==> src/pacs_pkg.sv <==
// pacs_pkg: shared widths, register indexes, reset values and the
// controller/datapath command and status types of the pedal axis scaler
// depends on nothing
`timescale 1ns / 1ps

package pacs_pkg;

   localparam int SAMPLE_W = 12;
   localparam int SCALE_W  = 16;
   localparam int PROD_W   = SAMPLE_W + SCALE_W;
   localparam int CSR_IDX_W  = 3;
   localparam int CSR_DATA_W = 16;

   localparam int DIV_STEPS = SCALE_W;
   localparam int DIV_CNT_W = $clog2(DIV_STEPS);

   localparam logic [SAMPLE_W-1:0] SAMPLE_CAP = 12'hffe;

   localparam logic [SCALE_W-1:0]  SCALE_RESET   = 16'hffff;
   localparam logic [SAMPLE_W-1:0] MINIMUM_RESET = 12'h000;
   localparam logic [SAMPLE_W-1:0] MAXIMUM_RESET = 12'hfff;

   localparam logic [CSR_IDX_W-1:0] CSR_LEARN_MIN   = 3'd0;
   localparam logic [CSR_IDX_W-1:0] CSR_LEARN_MAX   = 3'd1;
   localparam logic [CSR_IDX_W-1:0] CSR_LOWER_DZ    = 3'd2;
   localparam logic [CSR_IDX_W-1:0] CSR_UPPER_DZ    = 3'd3;
   localparam logic [CSR_IDX_W-1:0] CSR_OUT_SCALE   = 3'd4;
   localparam logic [CSR_IDX_W-1:0] CSR_INIT_MIN    = 3'd5;
   localparam logic [CSR_IDX_W-1:0] CSR_INIT_MAX    = 3'd6;

   typedef struct packed {
      logic load;
      logic prep;
      logic mul;
      logic out_load;
   } dp_cmd_type;

   typedef struct packed {
      logic div_done;
   } dp_sts_type;

endpackage

==> src/pacs_req_if.sv <==
// pacs_req_if: input channel carrying one raw pedal sample per word
// depends on pacs_pkg
`timescale 1ns / 1ps

interface pacs_req_if;
   import pacs_pkg::*;

   logic                valid;
   logic                ready;
   logic [SAMPLE_W-1:0] sample;

   modport source (output valid, output sample, input ready);
   modport sink   (input valid, input sample, output ready);
endinterface

==> src/pacs_rsp_if.sv <==
// pacs_rsp_if: result channel carrying the scaled axis value and the learned bounds
// depends on pacs_pkg
`timescale 1ns / 1ps

interface pacs_rsp_if;
   import pacs_pkg::*;

   logic                valid;
   logic                ready;
   logic [SCALE_W-1:0]  axis_value;
   logic [SAMPLE_W-1:0] current_minimum;
   logic [SAMPLE_W-1:0] current_maximum;

   modport source (output valid, output axis_value, output current_minimum,
                   output current_maximum, input ready);
   modport sink   (input valid, input axis_value, input current_minimum,
                   input current_maximum, output ready);
endinterface

==> src/pacs_div.sv <==
// pacs_div: restoring divider, one quotient bit per cycle, 16-bit quotient
// expects dividend < divisor * 2^16; depends on pacs_pkg
`timescale 1ns / 1ps

module pacs_div (
   input  logic                          clock,
   input  logic                          reset,
   input  logic                          start,
   input  logic [pacs_pkg::PROD_W-1:0]   dividend,
   input  logic [pacs_pkg::SAMPLE_W-1:0] divisor,
   output logic                          done,
   output logic [pacs_pkg::SCALE_W-1:0]  quotient
);
   import pacs_pkg::*;

   logic [SAMPLE_W-1:0]  rem_ff, rem_in;
   logic [SCALE_W-1:0]   shf_ff, shf_in;
   logic [SAMPLE_W-1:0]  dvs_ff, dvs_in;
   logic [DIV_CNT_W-1:0] cnt_ff, cnt_in;
   logic                 busy_ff, busy_in;
   logic                 done_ff, done_in;

   logic [SAMPLE_W:0]    trial;
   logic [SAMPLE_W:0]    diff;
   logic                 ge;

   always_comb begin
      trial = {rem_ff, shf_ff[SCALE_W-1]};
      diff  = trial - {1'b0, dvs_ff};
      ge    = (trial >= {1'b0, dvs_ff});

      rem_in  = rem_ff;
      shf_in  = shf_ff;
      dvs_in  = dvs_ff;
      cnt_in  = cnt_ff;
      busy_in = busy_ff;
      done_in = 1'b0;

      if (start) begin
         rem_in  = dividend[PROD_W-1:SCALE_W];
         shf_in  = dividend[SCALE_W-1:0];
         dvs_in  = divisor;
         cnt_in  = '0;
         busy_in = 1'b1;
      end else if (busy_ff) begin
         rem_in = ge ? diff[SAMPLE_W-1:0] : trial[SAMPLE_W-1:0];
         shf_in = {shf_ff[SCALE_W-2:0], ge};
         cnt_in = cnt_ff + 1'b1;
         if (cnt_ff == DIV_CNT_W'(DIV_STEPS - 1)) begin
            busy_in = 1'b0;
            done_in = 1'b1;
         end
      end
   end

   always_ff @(posedge clock) begin
      if (reset) begin
         busy_ff <= 1'b0;
         done_ff <= 1'b0;
         cnt_ff  <= '0;
      end else begin
         busy_ff <= busy_in;
         done_ff <= done_in;
         cnt_ff  <= cnt_in;
      end
   end

   always_ff @(posedge clock) begin
      rem_ff <= rem_in;
      shf_ff <= shf_in;
      dvs_ff <= dvs_in;
   end

   assign done     = done_ff;
   assign quotient = shf_ff;

endmodule

==> src/pacs_dp.sv <==
// pacs_dp: configuration registers, learned travel bounds, clamp, travel
// window, multiplier, divider and result register; depends on pacs_pkg, pacs_div
`timescale 1ns / 1ps

module pacs_dp (
   input  logic                            clock,
   input  logic                            reset,
   input  logic                            csr_we,
   input  logic [pacs_pkg::CSR_IDX_W-1:0]  csr_index,
   input  logic [pacs_pkg::CSR_DATA_W-1:0] csr_wdata,
   input  logic [pacs_pkg::SAMPLE_W-1:0]   sample,
   input  pacs_pkg::dp_cmd_type            cmd,
   output pacs_pkg::dp_sts_type            sts,
   output logic [pacs_pkg::SCALE_W-1:0]    axis_value,
   output logic [pacs_pkg::SAMPLE_W-1:0]   current_minimum,
   output logic [pacs_pkg::SAMPLE_W-1:0]   current_maximum
);
   import pacs_pkg::*;

   // configuration and learned bounds
   logic                lmin_ff, lmin_in;
   logic                lmax_ff, lmax_in;
   logic [SAMPLE_W-1:0] ldz_ff, ldz_in;
   logic [SAMPLE_W-1:0] udz_ff, udz_in;
   logic [SCALE_W-1:0]  scale_ff, scale_in;
   logic [SAMPLE_W-1:0] tmin_ff, tmin_in;
   logic [SAMPLE_W-1:0] tmax_ff, tmax_in;

   // per-word working registers
   logic [SAMPLE_W-1:0] smp_ff, smp_in;
   logic [SAMPLE_W-1:0] avail_ff, avail_in;
   logic [SAMPLE_W-1:0] offset_ff, offset_in;
   logic                zero_ff, zero_in;
   logic                sat_ff, sat_in;
   logic [SCALE_W-1:0]  axis_ff, axis_in;
   logic [SAMPLE_W-1:0] omin_ff, omin_in;
   logic [SAMPLE_W-1:0] omax_ff, omax_in;

   logic [SAMPLE_W-1:0] cap_w;
   logic [SAMPLE_W:0]   start_w;
   logic [SAMPLE_W-1:0] end_w;
   logic [SAMPLE_W:0]   avail_w;
   logic [SAMPLE_W:0]   used_w;
   logic [PROD_W-1:0]   prod_w;
   logic [SCALE_W-1:0]  quot_w;
   logic                div_done;

   always_comb begin
      lmin_in  = lmin_ff;
      lmax_in  = lmax_ff;
      ldz_in   = ldz_ff;
      udz_in   = udz_ff;
      scale_in = scale_ff;
      tmin_in  = tmin_ff;
      tmax_in  = tmax_ff;
      smp_in   = smp_ff;

      if (csr_we) begin
         unique case (csr_index)
            CSR_LEARN_MIN: lmin_in  = csr_wdata[0];
            CSR_LEARN_MAX: lmax_in  = csr_wdata[0];
            CSR_LOWER_DZ:  ldz_in   = csr_wdata[SAMPLE_W-1:0];
            CSR_UPPER_DZ:  udz_in   = csr_wdata[SAMPLE_W-1:0];
            CSR_OUT_SCALE: scale_in = csr_wdata[SCALE_W-1:0];
            CSR_INIT_MIN:  tmin_in  = csr_wdata[SAMPLE_W-1:0];
            CSR_INIT_MAX:  tmax_in  = csr_wdata[SAMPLE_W-1:0];
            default: ;
         endcase
      end else if (cmd.load) begin
         // widen the bound or clamp to it
         smp_in = sample;
         if (sample > tmax_ff) begin
            if (lmax_ff) begin
               tmax_in = sample;
            end else begin
               smp_in = tmax_ff;
            end
         end else if (sample < tmin_ff) begin
            if (lmin_ff) begin
               tmin_in = sample;
            end else begin
               smp_in = tmin_ff;
            end
         end
      end
   end

   // travel window
   always_comb begin
      cap_w = SAMPLE_CAP - ldz_ff;
      if (ldz_ff <= SAMPLE_CAP) begin
         start_w = (tmin_ff < cap_w) ? ({1'b0, tmin_ff} + {1'b0, ldz_ff}) : {1'b0, cap_w};
      end else begin
         start_w = {1'b0, tmin_ff} + {1'b0, ldz_ff};
      end
      end_w   = (tmax_ff >= udz_ff) ? (tmax_ff - udz_ff) : udz_ff;
      avail_w = {1'b0, end_w} - start_w;
      used_w  = {1'b0, ldz_ff} + {1'b0, udz_ff};

      avail_in  = cmd.prep ? avail_w[SAMPLE_W-1:0] : avail_ff;
      zero_in   = cmd.prep ? (({1'b0, end_w} < start_w) || (avail_w < used_w)
                              || (avail_w == '0)) : zero_ff;
      offset_in = offset_ff;
      if (cmd.prep) begin
         offset_in = ({1'b0, smp_ff} >= start_w) ? (smp_ff - start_w[SAMPLE_W-1:0]) : '0;
      end

      prod_w = PROD_W'(offset_ff) * PROD_W'(scale_ff);
      sat_in = cmd.mul ? (offset_ff >= avail_ff) : sat_ff;

      axis_in = axis_ff;
      omin_in = omin_ff;
      omax_in = omax_ff;
      if (cmd.out_load) begin
         if (zero_ff) begin
            axis_in = '0;
         end else if (sat_ff) begin
            axis_in = scale_ff;
         end else begin
            axis_in = quot_w;
         end
         omin_in = tmin_ff;
         omax_in = tmax_ff;
      end
   end

   pacs_div u_div (
      .clock    (clock),
      .reset    (reset),
      .start    (cmd.mul),
      .dividend (prod_w),
      .divisor  (avail_ff),
      .done     (div_done),
      .quotient (quot_w)
   );

   always_ff @(posedge clock) begin
      if (reset) begin
         lmin_ff  <= 1'b0;
         lmax_ff  <= 1'b0;
         ldz_ff   <= '0;
         udz_ff   <= '0;
         scale_ff <= SCALE_RESET;
         tmin_ff  <= MINIMUM_RESET;
         tmax_ff  <= MAXIMUM_RESET;
      end else begin
         lmin_ff  <= lmin_in;
         lmax_ff  <= lmax_in;
         ldz_ff   <= ldz_in;
         udz_ff   <= udz_in;
         scale_ff <= scale_in;
         tmin_ff  <= tmin_in;
         tmax_ff  <= tmax_in;
      end
   end

   always_ff @(posedge clock) begin
      smp_ff    <= smp_in;
      avail_ff  <= avail_in;
      offset_ff <= offset_in;
      zero_ff   <= zero_in;
      sat_ff    <= sat_in;
      axis_ff   <= axis_in;
      omin_ff   <= omin_in;
      omax_ff   <= omax_in;
   end

   assign sts.div_done     = div_done;
   assign axis_value      = axis_ff;
   assign current_minimum = omin_ff;
   assign current_maximum = omax_ff;

endmodule

==> src/pacs_ctrl.sv <==
// pacs_ctrl: sequencing state machine and result valid flag
// depends on pacs_pkg
`timescale 1ns / 1ps

module pacs_ctrl (
   input  logic                 clock,
   input  logic                 reset,
   input  logic                 req_valid,
   output logic                 req_ready,
   output logic                 rsp_valid,
   input  logic                 rsp_ready,
   input  pacs_pkg::dp_sts_type sts,
   output pacs_pkg::dp_cmd_type cmd
);
   import pacs_pkg::*;

   typedef enum logic [4:0] {
      S_IDLE = 5'b00001,
      S_PREP = 5'b00010,
      S_MUL  = 5'b00100,
      S_DIV  = 5'b01000,
      S_WB   = 5'b10000
   } state_type;

   state_type state_ff, state_in;
   logic      rvalid_ff, rvalid_in;
   logic      out_free;

   always_comb begin
      out_free = !rvalid_ff || rsp_ready;
      state_in = state_ff;
      cmd      = '0;
      req_ready = 1'b0;

      unique case (state_ff)
         S_IDLE: begin
            req_ready = 1'b1;
            if (req_valid) begin
               cmd.load = 1'b1;
               state_in = S_PREP;
            end
         end
         S_PREP: begin
            cmd.prep = 1'b1;
            state_in = S_MUL;
         end
         S_MUL: begin
            cmd.mul  = 1'b1;
            state_in = S_DIV;
         end
         S_DIV: begin
            if (sts.div_done) begin
               state_in = S_WB;
            end
         end
         S_WB: begin
            if (out_free) begin
               cmd.out_load = 1'b1;
               state_in     = S_IDLE;
            end
         end
         default: state_in = S_IDLE;
      endcase

      if (cmd.out_load) begin
         rvalid_in = 1'b1;
      end else if (rsp_ready) begin
         rvalid_in = 1'b0;
      end else begin
         rvalid_in = rvalid_ff;
      end
   end

   always_ff @(posedge clock) begin
      if (reset) begin
         state_ff  <= S_IDLE;
         rvalid_ff <= 1'b0;
      end else begin
         state_ff  <= state_in;
         rvalid_ff <= rvalid_in;
      end
   end

   assign rsp_valid = rvalid_ff;

endmodule

==> src/pedal_axis_calibrated_scaler.sv <==
// pedal_axis_calibrated_scaler: self-calibrating pedal axis scaler with deadzones
// one sample word is in progress at a time, through the 16-step serial divider
// the result register lets the next sample in while a result waits
// reset: synchronous; config registers return to defaults, bounds to 0 and 4095
// depends on pacs_pkg, pacs_req_if, pacs_rsp_if, pacs_ctrl, pacs_dp
`timescale 1ns / 1ps

module pedal_axis_calibrated_scaler (
   input  logic                            clock,
   input  logic                            reset,
   pacs_req_if.sink                        req_bus,
   pacs_rsp_if.source                      rsp_bus,
   input  logic                            csr_we,
   input  logic [pacs_pkg::CSR_IDX_W-1:0]  csr_index,
   input  logic [pacs_pkg::CSR_DATA_W-1:0] csr_wdata
);
   import pacs_pkg::*;

   dp_cmd_type cmd;
   dp_sts_type sts;

   pacs_ctrl u_ctrl (
      .clock     (clock),
      .reset     (reset),
      .req_valid (req_bus.valid),
      .req_ready (req_bus.ready),
      .rsp_valid (rsp_bus.valid),
      .rsp_ready (rsp_bus.ready),
      .sts       (sts),
      .cmd       (cmd)
   );

   pacs_dp u_dp (
      .clock           (clock),
      .reset           (reset),
      .csr_we          (csr_we),
      .csr_index       (csr_index),
      .csr_wdata       (csr_wdata),
      .sample          (req_bus.sample),
      .cmd             (cmd),
      .sts             (sts),
      .axis_value      (rsp_bus.axis_value),
      .current_minimum (rsp_bus.current_minimum),
      .current_maximum (rsp_bus.current_maximum)
   );

   a_busy_after_accept: assert property (@(posedge clock) disable iff (reset)
      (req_bus.valid && req_bus.ready) |=> !req_bus.ready)
      else $error("sample word accepted while previous word in progress");

   a_load_into_free: assert property (@(posedge clock) disable iff (reset)
      cmd.out_load |-> (!rsp_bus.valid || rsp_bus.ready))
      else $error("result register overwritten before being taken");

   a_one_command: assert property (@(posedge clock) disable iff (reset)
      $onehot0({cmd.load, cmd.prep, cmd.mul, cmd.out_load}))
      else $error("more than one datapath command at once");

endmodule
==> src/flat_wrapper.sv <==
// flat-port wrapper written by rule: the top's interface ports become plain ports
module pedal_axis_calibrated_scaler_flat import pacs_pkg::*;
  (clock, reset, csr_we, csr_index, csr_wdata, req_bus_valid, req_bus_sample, req_bus_ready, rsp_bus_valid, rsp_bus_axis_value, rsp_bus_current_minimum, rsp_bus_current_maximum, rsp_bus_ready);
  pacs_req_if req_bus_i ();
  pacs_rsp_if rsp_bus_i ();
  input  logic clock;
  input  logic reset;
  input  logic csr_we;
  input  logic [pacs_pkg::CSR_IDX_W-1:0] csr_index;
  input  logic [pacs_pkg::CSR_DATA_W-1:0] csr_wdata;
  input wire logic [$bits(req_bus_i.valid)-1:0] req_bus_valid;
  input wire logic [$bits(req_bus_i.sample)-1:0] req_bus_sample;
  output wire logic [$bits(req_bus_i.ready)-1:0] req_bus_ready;
  output wire logic [$bits(rsp_bus_i.valid)-1:0] rsp_bus_valid;
  output wire logic [$bits(rsp_bus_i.axis_value)-1:0] rsp_bus_axis_value;
  output wire logic [$bits(rsp_bus_i.current_minimum)-1:0] rsp_bus_current_minimum;
  output wire logic [$bits(rsp_bus_i.current_maximum)-1:0] rsp_bus_current_maximum;
  input wire logic [$bits(rsp_bus_i.ready)-1:0] rsp_bus_ready;
  assign req_bus_i.valid = req_bus_valid;
  assign req_bus_i.sample = req_bus_sample;
  assign req_bus_ready = req_bus_i.ready;
  assign rsp_bus_valid = rsp_bus_i.valid;
  assign rsp_bus_axis_value = rsp_bus_i.axis_value;
  assign rsp_bus_current_minimum = rsp_bus_i.current_minimum;
  assign rsp_bus_current_maximum = rsp_bus_i.current_maximum;
  assign rsp_bus_i.ready = rsp_bus_ready;
  pedal_axis_calibrated_scaler u_core (.clock(clock), .reset(reset), .req_bus(req_bus_i), .rsp_bus(rsp_bus_i), .csr_we(csr_we), .csr_index(csr_index), .csr_wdata(csr_wdata));
endmodule
==> config.mk <==
export PLATFORM = sky130hd
export DESIGN_NAME = pedal_axis_calibrated_scaler_flat
export DESIGN_NICKNAME = d
export VERILOG_FILES = /design/src/pacs_pkg.sv /design/src/pacs_req_if.sv /design/src/pacs_rsp_if.sv /design/src/pacs_div.sv /design/src/pacs_dp.sv /design/src/pacs_ctrl.sv /design/src/pedal_axis_calibrated_scaler.sv /design/src/flat_wrapper.sv
export SDC_FILE = /design/constraint.sdc
export NUM_CORES = 1
export LEC_CHECK = 0
export ABC_AREA = 1
export BUFFER_PORTS_ARGS = -buffer_cell sky130_fd_sc_hd__buf_2
export CAP_MARGIN = 20
export CORE_AREA = 2 2 175 177
export DETAILED_ROUTE_END_ITERATION = 7
export DIE_AREA = 0 0 177 179
export HOLD_SLACK_MARGIN = 0.06
export PLACE_DENSITY = 0.85
export SLEW_MARGIN = 15
export SYNTH_ARGS = -nofsm -noshare
export SYNTH_HDL_FRONTEND = slang
export SYNTH_SLANG_ARGS = --single-unit
export TNS_END_PERCENT = 20
==> constraint.sdc <==
create_clock -name clock -period 6.8 [get_ports clock]
set_input_delay 0.68 -clock clock [delete_from_list [all_inputs] [get_ports clock]]
set_output_delay 0.68 -clock clock [all_outputs]
set_load 0.01 [all_outputs]
# [Word-level counts from Yosys, hierarchy flattened]
# Cells that the tools add are included.
[totals] regBits=196 latchBits=0 ram_bits=0 mem_bits_ro=0 inputBits=36 n_memories=0
[op_classes] add_sub_neg=8 n_mul=1 div_mod_pow=0 magnitude_cmp=10 eq_ne=18 shifts=0 mux=39 n_bitwise=2 n_reduce_logical=22
[op_table] op="$mux W12" n=17
[op_table] op="$mux W16" n=3
[op_table] op="$sub A12 B12 Y12" n=3
[op_table] op="$mul A12 B16 Y28" n=1
[op_table] op="$add A12 B12 Y13" n=2
[op_table] op="$mux W13" n=2
[op_table] op="$pmux W5 S5" n=1
[op_table] op="$ge A12 B12 Y1" n=2
[op_table] op="$lt A12 B12 Y1" n=2
[op_table] op="$mux W5" n=3
[op_table] op="$ge A12 B13 Y1" n=1
[op_table] op="$ge A13 B12 Y1" n=1
[op_table] op="$logic_not A13 Y1" n=1
[op_table] op="$lt A12 B13 Y1" n=1
[op_table] op="$lt A13 B13 Y1" n=1
[op_table] op="$mux W1" n=13
[op_table] op="$sub A12 B13 Y13" n=1
[op_table] op="$gt A12 B12 Y1" n=1
[op_table] op="$le A12 B12 Y1 const B" n=1
[op_table] op="$reduce_and A2 Y1" n=6
[op_table] op="$sub A12 B12 Y12 const A" n=1
[op_table] op="$reduce_bool A2 Y1" n=5
[op_table] op="$eq A3 B3 Y1 const B" n=3
[op_table] op="$ne A2 B2 Y1 const B" n=4
[op_table] op="18 further kinds" n=24

# [Longest topological paths before layout]
[logic_depth] ltp_word=8 depth_mapped=35 mapped_depth_nobuf=34

# [Cells and area by module]
# From an unflattened synthesis, not the netlist that was laid out.
[hier_totals] cells_unflattened=2457 hier_area_um2=19318.5
[modules_own_cells] mod="pacs_dp" n_inst=1 cells_each=2067 area_each_um2=16143.0 seq_area_each_um2=3663.5
[modules_own_cells] mod="pacs_div" n_inst=1 cells_each=340 area_each_um2=2831.5 seq_area_each_um2=1321.3
[modules_own_cells] mod="pacs_ctrl" n_inst=1 cells_each=50 area_each_um2=344.1 seq_area_each_um2=120.1

# [Least setup slack after synthesis]
# Ideal clock, no wire load.
[synth_path] path_kind="register to register" from="reg u_core.u_dp.offset_ff[6]" to="reg u_core.u_dp.u_div.rem_ff[6], data pin" setup_time_ps=256 arrival_time_ps=5186 path_slack_ps=1357 stages_incl_launch_ff=25 period_less_slack_ps=5443 path_cell_list="edfxtp_1 -> clkbuf_1 -> clkbuf_1 -> nand2_1 -> fa_1 -> fa_1 -> inv_1 -> fa_1 -> inv_1 -> fa_1 -> inv_1 -> fa_1 -> ha_1 -> a21oi_1 -> o21ai_0 -> nand2_1 -> o211ai_1 -> a21oi_1 -> o21ai_0 -> nand3_1 -> nand2_1 -> a31oi_1 -> o21ai_0 -> a21oi_1 -> a21oi_1"
[synth_via] elab_chain_cells=2
[synth_lines] item="start: declaration" line="pacs_dp.sv:32" rtl="logic [SAMPLE_W-1:0] offset_ff, offset_in;"
[synth_lines] item="start signal: assignment" line="pacs_dp.sv:160" rtl="offset_ff <= offset_in;"
[synth_lines] item="$mul A12 B16 Y28" line="pacs_dp.sv:108" rtl="prod_w = PROD_W'(offset_ff) * PROD_W'(scale_ff);"
[synth_lines] item="$mux W12" line="pacs_div.sv:39" rtl="if (start) begin"
[synth_lines] item="via u_core.u_dp.u_div.rem_in[6]" line="pacs_div.sv:16" rtl="logic [SAMPLE_W-1:0] rem_ff, rem_in;"
[synth_lines] item="end signal: assignment" line="pacs_div.sv:69" rtl="rem_ff <= rem_in;"
[synth_lines] item="end: declaration" line="pacs_div.sv:16"
# The timed path passes the listed nets, and every way through them passes these cells.
# A chain may end at the register's enable or synchronous reset.

# [Worst setup path after layout]
[layout_path] from="reg u_core.u_dp.offset_ff[9]" to="reg u_core.u_dp.u_div.rem_ff[6], data pin"
# Same word-level chain as after synthesis.

==> impl_metrics.json <==
{
  "status": "completed",
  "syn2layout_area_growth_pct": 6.85,
  "die_w_um": 177,
  "ys_seq_area_share_pct": 27.2,
  "ys.flop_type": "edfxtp_1",
  "hp-class": "input pin to register",
  "setup_viol": 0,
  "top_layer": "met4",
  "relSlewSlack_pct": 39.5,
  "start_util_pct": 62.5,
  "required_ps": 7130,
  "finalPower_mw": 6.81,
  "buffer_ports.inserted": 77,
  "drtPass1Iterations": 7,
  "clk_pin_slew_ps": 80,
  "holdPathStages": 3,
  "drc_errors": 0,
  "first_iter_violations": 1298,
  "min-delay-start": "csr_wdata[12]",
  "synth_area_leader_cell": "edfxtp_1",
  "routed_via_density": 5.98,
  "vias": 16500,
  "syn-instance-count": 2331,
  "grt_setup_unrepaired": "false",
  "cts.sinks": 196,
  "critPathArrivalTime_ps": 6700,
  "clockBufferDepth": 2,
  "synth_most_common_cell": "nand2_1",
  "p_per_area_nw_per_um2": 340,
  "grt_overflow": 0,
  "crit_family": "adder cells",
  "cp_num_buf_inv": 3,
  "wl_met1_mm": 19.5,
  "fin_tns_setup_ps": 0,
  "core-area_um2": 30000,
  "reg2reg_from": "u_core.u_dp.offset_ff[9]",
  "swShare_pct": 48.9,
  "cts-root-buf": "clkbuf_16",
  "min_to": "u_core.u_dp.scale_ff[12]",
  "h-tree-depth": 4,
  "power_switching_mw": 3.33,
  "synth_area_leaders": "edfxtp_1 (19%), fa_1 (16%), ha_1 (13%)",
  "insertion_delay_ps": 470,
  "post-route-min-period_ps": 6370,
  "maxSlewViolCount": 0,
  "antenna_found_initial": 0,
  "reg2reg_slack_ps": 430,
  "drive_gt1_share_pct": 6.88,
  "yosys_warnings": 0,
  "synth_edf_count": 118,
  "synth_area_um2": 18800,
  "yosysTopAreaCellShare_pct": 18.9,
  "start_kind": "register",
  "r2r_end": "u_core.u_dp.u_div.rem_ff[6]",
  "worst_ir_drop_vdd_mv": 0.380,
  "crit_type": "register to register",
  "seqCellArea_um2": 5100,
  "fmax_ghz": 0.157,
  "end_kind": "register",
  "finClkSkew_ps": 13.5,
  "cts_tree": "done",
  "synth-seq-cells": 196,
  "slowest_stage": "edfxtp_1",
  "dp_hpwl_mm": 41.2,
  "fill_cells": 2376,
  "holdWs_ps": 436,
  "cts_buffers": 17,
  "comb_power_share_pct": 63.6,
  "dr_wl_met2_mm": 25.5,
  "synth.avg_cell_area_um2": 8.05,
  "grt_usage_pct": 34.7,
  "crit_chain": "nand2_1, fa_1, fa_1, inv_1, fa_1, inv_1, fa_1, inv_1, fa_1, ha_1, nand2_1, nor4_1, a21oi_1, o21ai_0, nand3_1, nand2_1, a31oi_1, o21ai_0, a21oi_1, a21oi_1",
  "wl_met3_mm": 4.53,
  "ys_async_sr_fraction_pct": 0,
  "crit_fanout": 17,
  "die_h_um": 179,
  "dieArea_um2": 31700,
  "wl_per_cell_um": 19.3,
  "grt_pass1_vias": 16500,
  "drv_cap": 0,
  "antenna_left": 0,
  "cts_resized": 0,
  "routed_wl_mm": 53.4,
  "syn_nets": 2710,
  "gp_congestion": 1.09,
  "worst_slew_pin_slew_ps": 907,
  "final_hold_viol_count": 0,
  "grt_pass1_wl_mm": 84.4,
  "cp_common_cell": "fa_1",
  "postCtsSetupBuffers": 0,
  "seq_power_share_pct": 20.8,
  "num_rows": 64,
  "p_leak_nw": 9.90,
  "n_antenna_cell": 0,
  "multiInputGateArea_um2": 11900,
  "cpPeakStageDelay_ps": 810,
  "path_depth": 20,
  "p_int_mw": 3.48,
  "synth_top_cells_by_count": "nand2_1 (533), inv_1 (391), ha_1 (197)",
  "ios": 78,
  "num-nets-final": 2736,
  "clkPwrFrac_pct": 15.6,
  "ctsHoldBuffers": 0,
  "synth_cell_type_count": 50,
  "grt_max_degree": 41,
  "r2r_cells": 20,
  "timing.final.crit_share_pct": 93.7
}
## power by group through the flow
stage,clock network [mW],logic [mW],registers (mW)
final,1.06,4.34,1.42
after floorplan,0,3.19,1.39
after detailed placement,0,4.15,1.44
after global placement,0,3.96,1.44
after CTS,1.06,4.22,1.41
after global routing,1.10,4.81,1.42
## cell families after synthesis
kind of cell,after synthesis,share of synthesized area [%]
fa+ha+maj,343,28.7
flops,196,27.2
buf+inv,481,9.71
xor+xnor,71,3.31
simple gates,788,17.9
compound gates,452,13.1
## per-stage QoR
| stage | utilization, % | setup slack, ps | std cells | instance area, um2 |
|---|---|---|---|---|
| after floorplan | - | 1360 | 2331 | 18800 |
| after global placement | 64.8 | 1000 | 2734 | 19500 |
| after detailed placement | 64.8 | 728 | 2734 | 19500 |
| after CTS | 66.8 | 639 | 2766 | 20100 |
| after global routing | 66.8 | 98.7 | 2766 | 20100 |
| final | 66.8 | 431 | 2766 | 20100 |
## area by class of cell
class,count,area share (%)
multi-input cells,1654,59.2
inverters,395,7.39
flip-flops and latches,196,25.5
well taps,396,2.47
clock buffers,18,2.19
clock inverters,14,0.805
repair buffers,93,2.52
## worst max path at each step
stage,startpoint,end,slack [ps]
after CTS,u_core.u_dp.offset_ff[7],u_core.u_dp.u_div.rem_ff[6],640
final,u_core.u_dp.offset_ff[9],u_core.u_dp.u_div.rem_ff[6],430
after global placement,u_core.u_dp.offset_ff[5],u_core.u_dp.u_div.rem_ff[9],1000
after detailed placement,u_core.u_dp.offset_ff[7],u_core.u_dp.u_div.rem_ff[6],730
after floorplan,u_core.u_dp.offset_ff[6],u_core.u_dp.u_div.rem_ff[6],1360
after global routing,u_core.u_dp.offset_ff[9],u_core.u_dp.u_div.rem_ff[6],100
## worst register-to-register path, cell delays in order (launching register included)
cell and delay [ps]:
edfxtp_1 810, nand2_1 200, fa_1 530, fa_1 490
inv_1 50, fa_1 480, inv_1 60, fa_1 540
inv_1 60, fa_1 480, ha_1 390, nand2_1 110
nor4_1 620, a21oi_1 220, o21ai_0 390, nand3_1 130
nand2_1 120, a31oi_1 140, o21ai_0 240, a21oi_1 70
a21oi_1 110
## metal layers
layer  global-route usage [%]  up-vias
li1                         -     7620
met5                        0        -
met3                     6.81      243
met1                     40.4     7758
met2                     58.7      921
met4                     22.4        0
## cells in the final DEF (no fill, tap or decap), types with 4 or more instances in the layout
cell,count
o21ai_0,191
fa_1,146
clkinv_8,4
o2111ai_1,4
dfxtp_1,78
nand2_1,533
buf_2,77
nor3_1,9
a21o_1,8
nand4_1,23
nor2_1,110
or2_2,4
inv_1,391
nand3_1,65
buf_4,16
edfxtp_1,118
inv_6,4
nand3b_1,6
a21oi_1,181
inv_8,4
a31oi_1,12
nand3_2,5
o211ai_1,17
nor4_1,4
xnor2_1,29
o21bai_1,10
xor2_1,42
clkbuf_16,17
clkinv_1,4
o21a_1,4
a211oi_1,7
ha_1,197
nor2_4,14
Power figures use the tool's default switching activity.
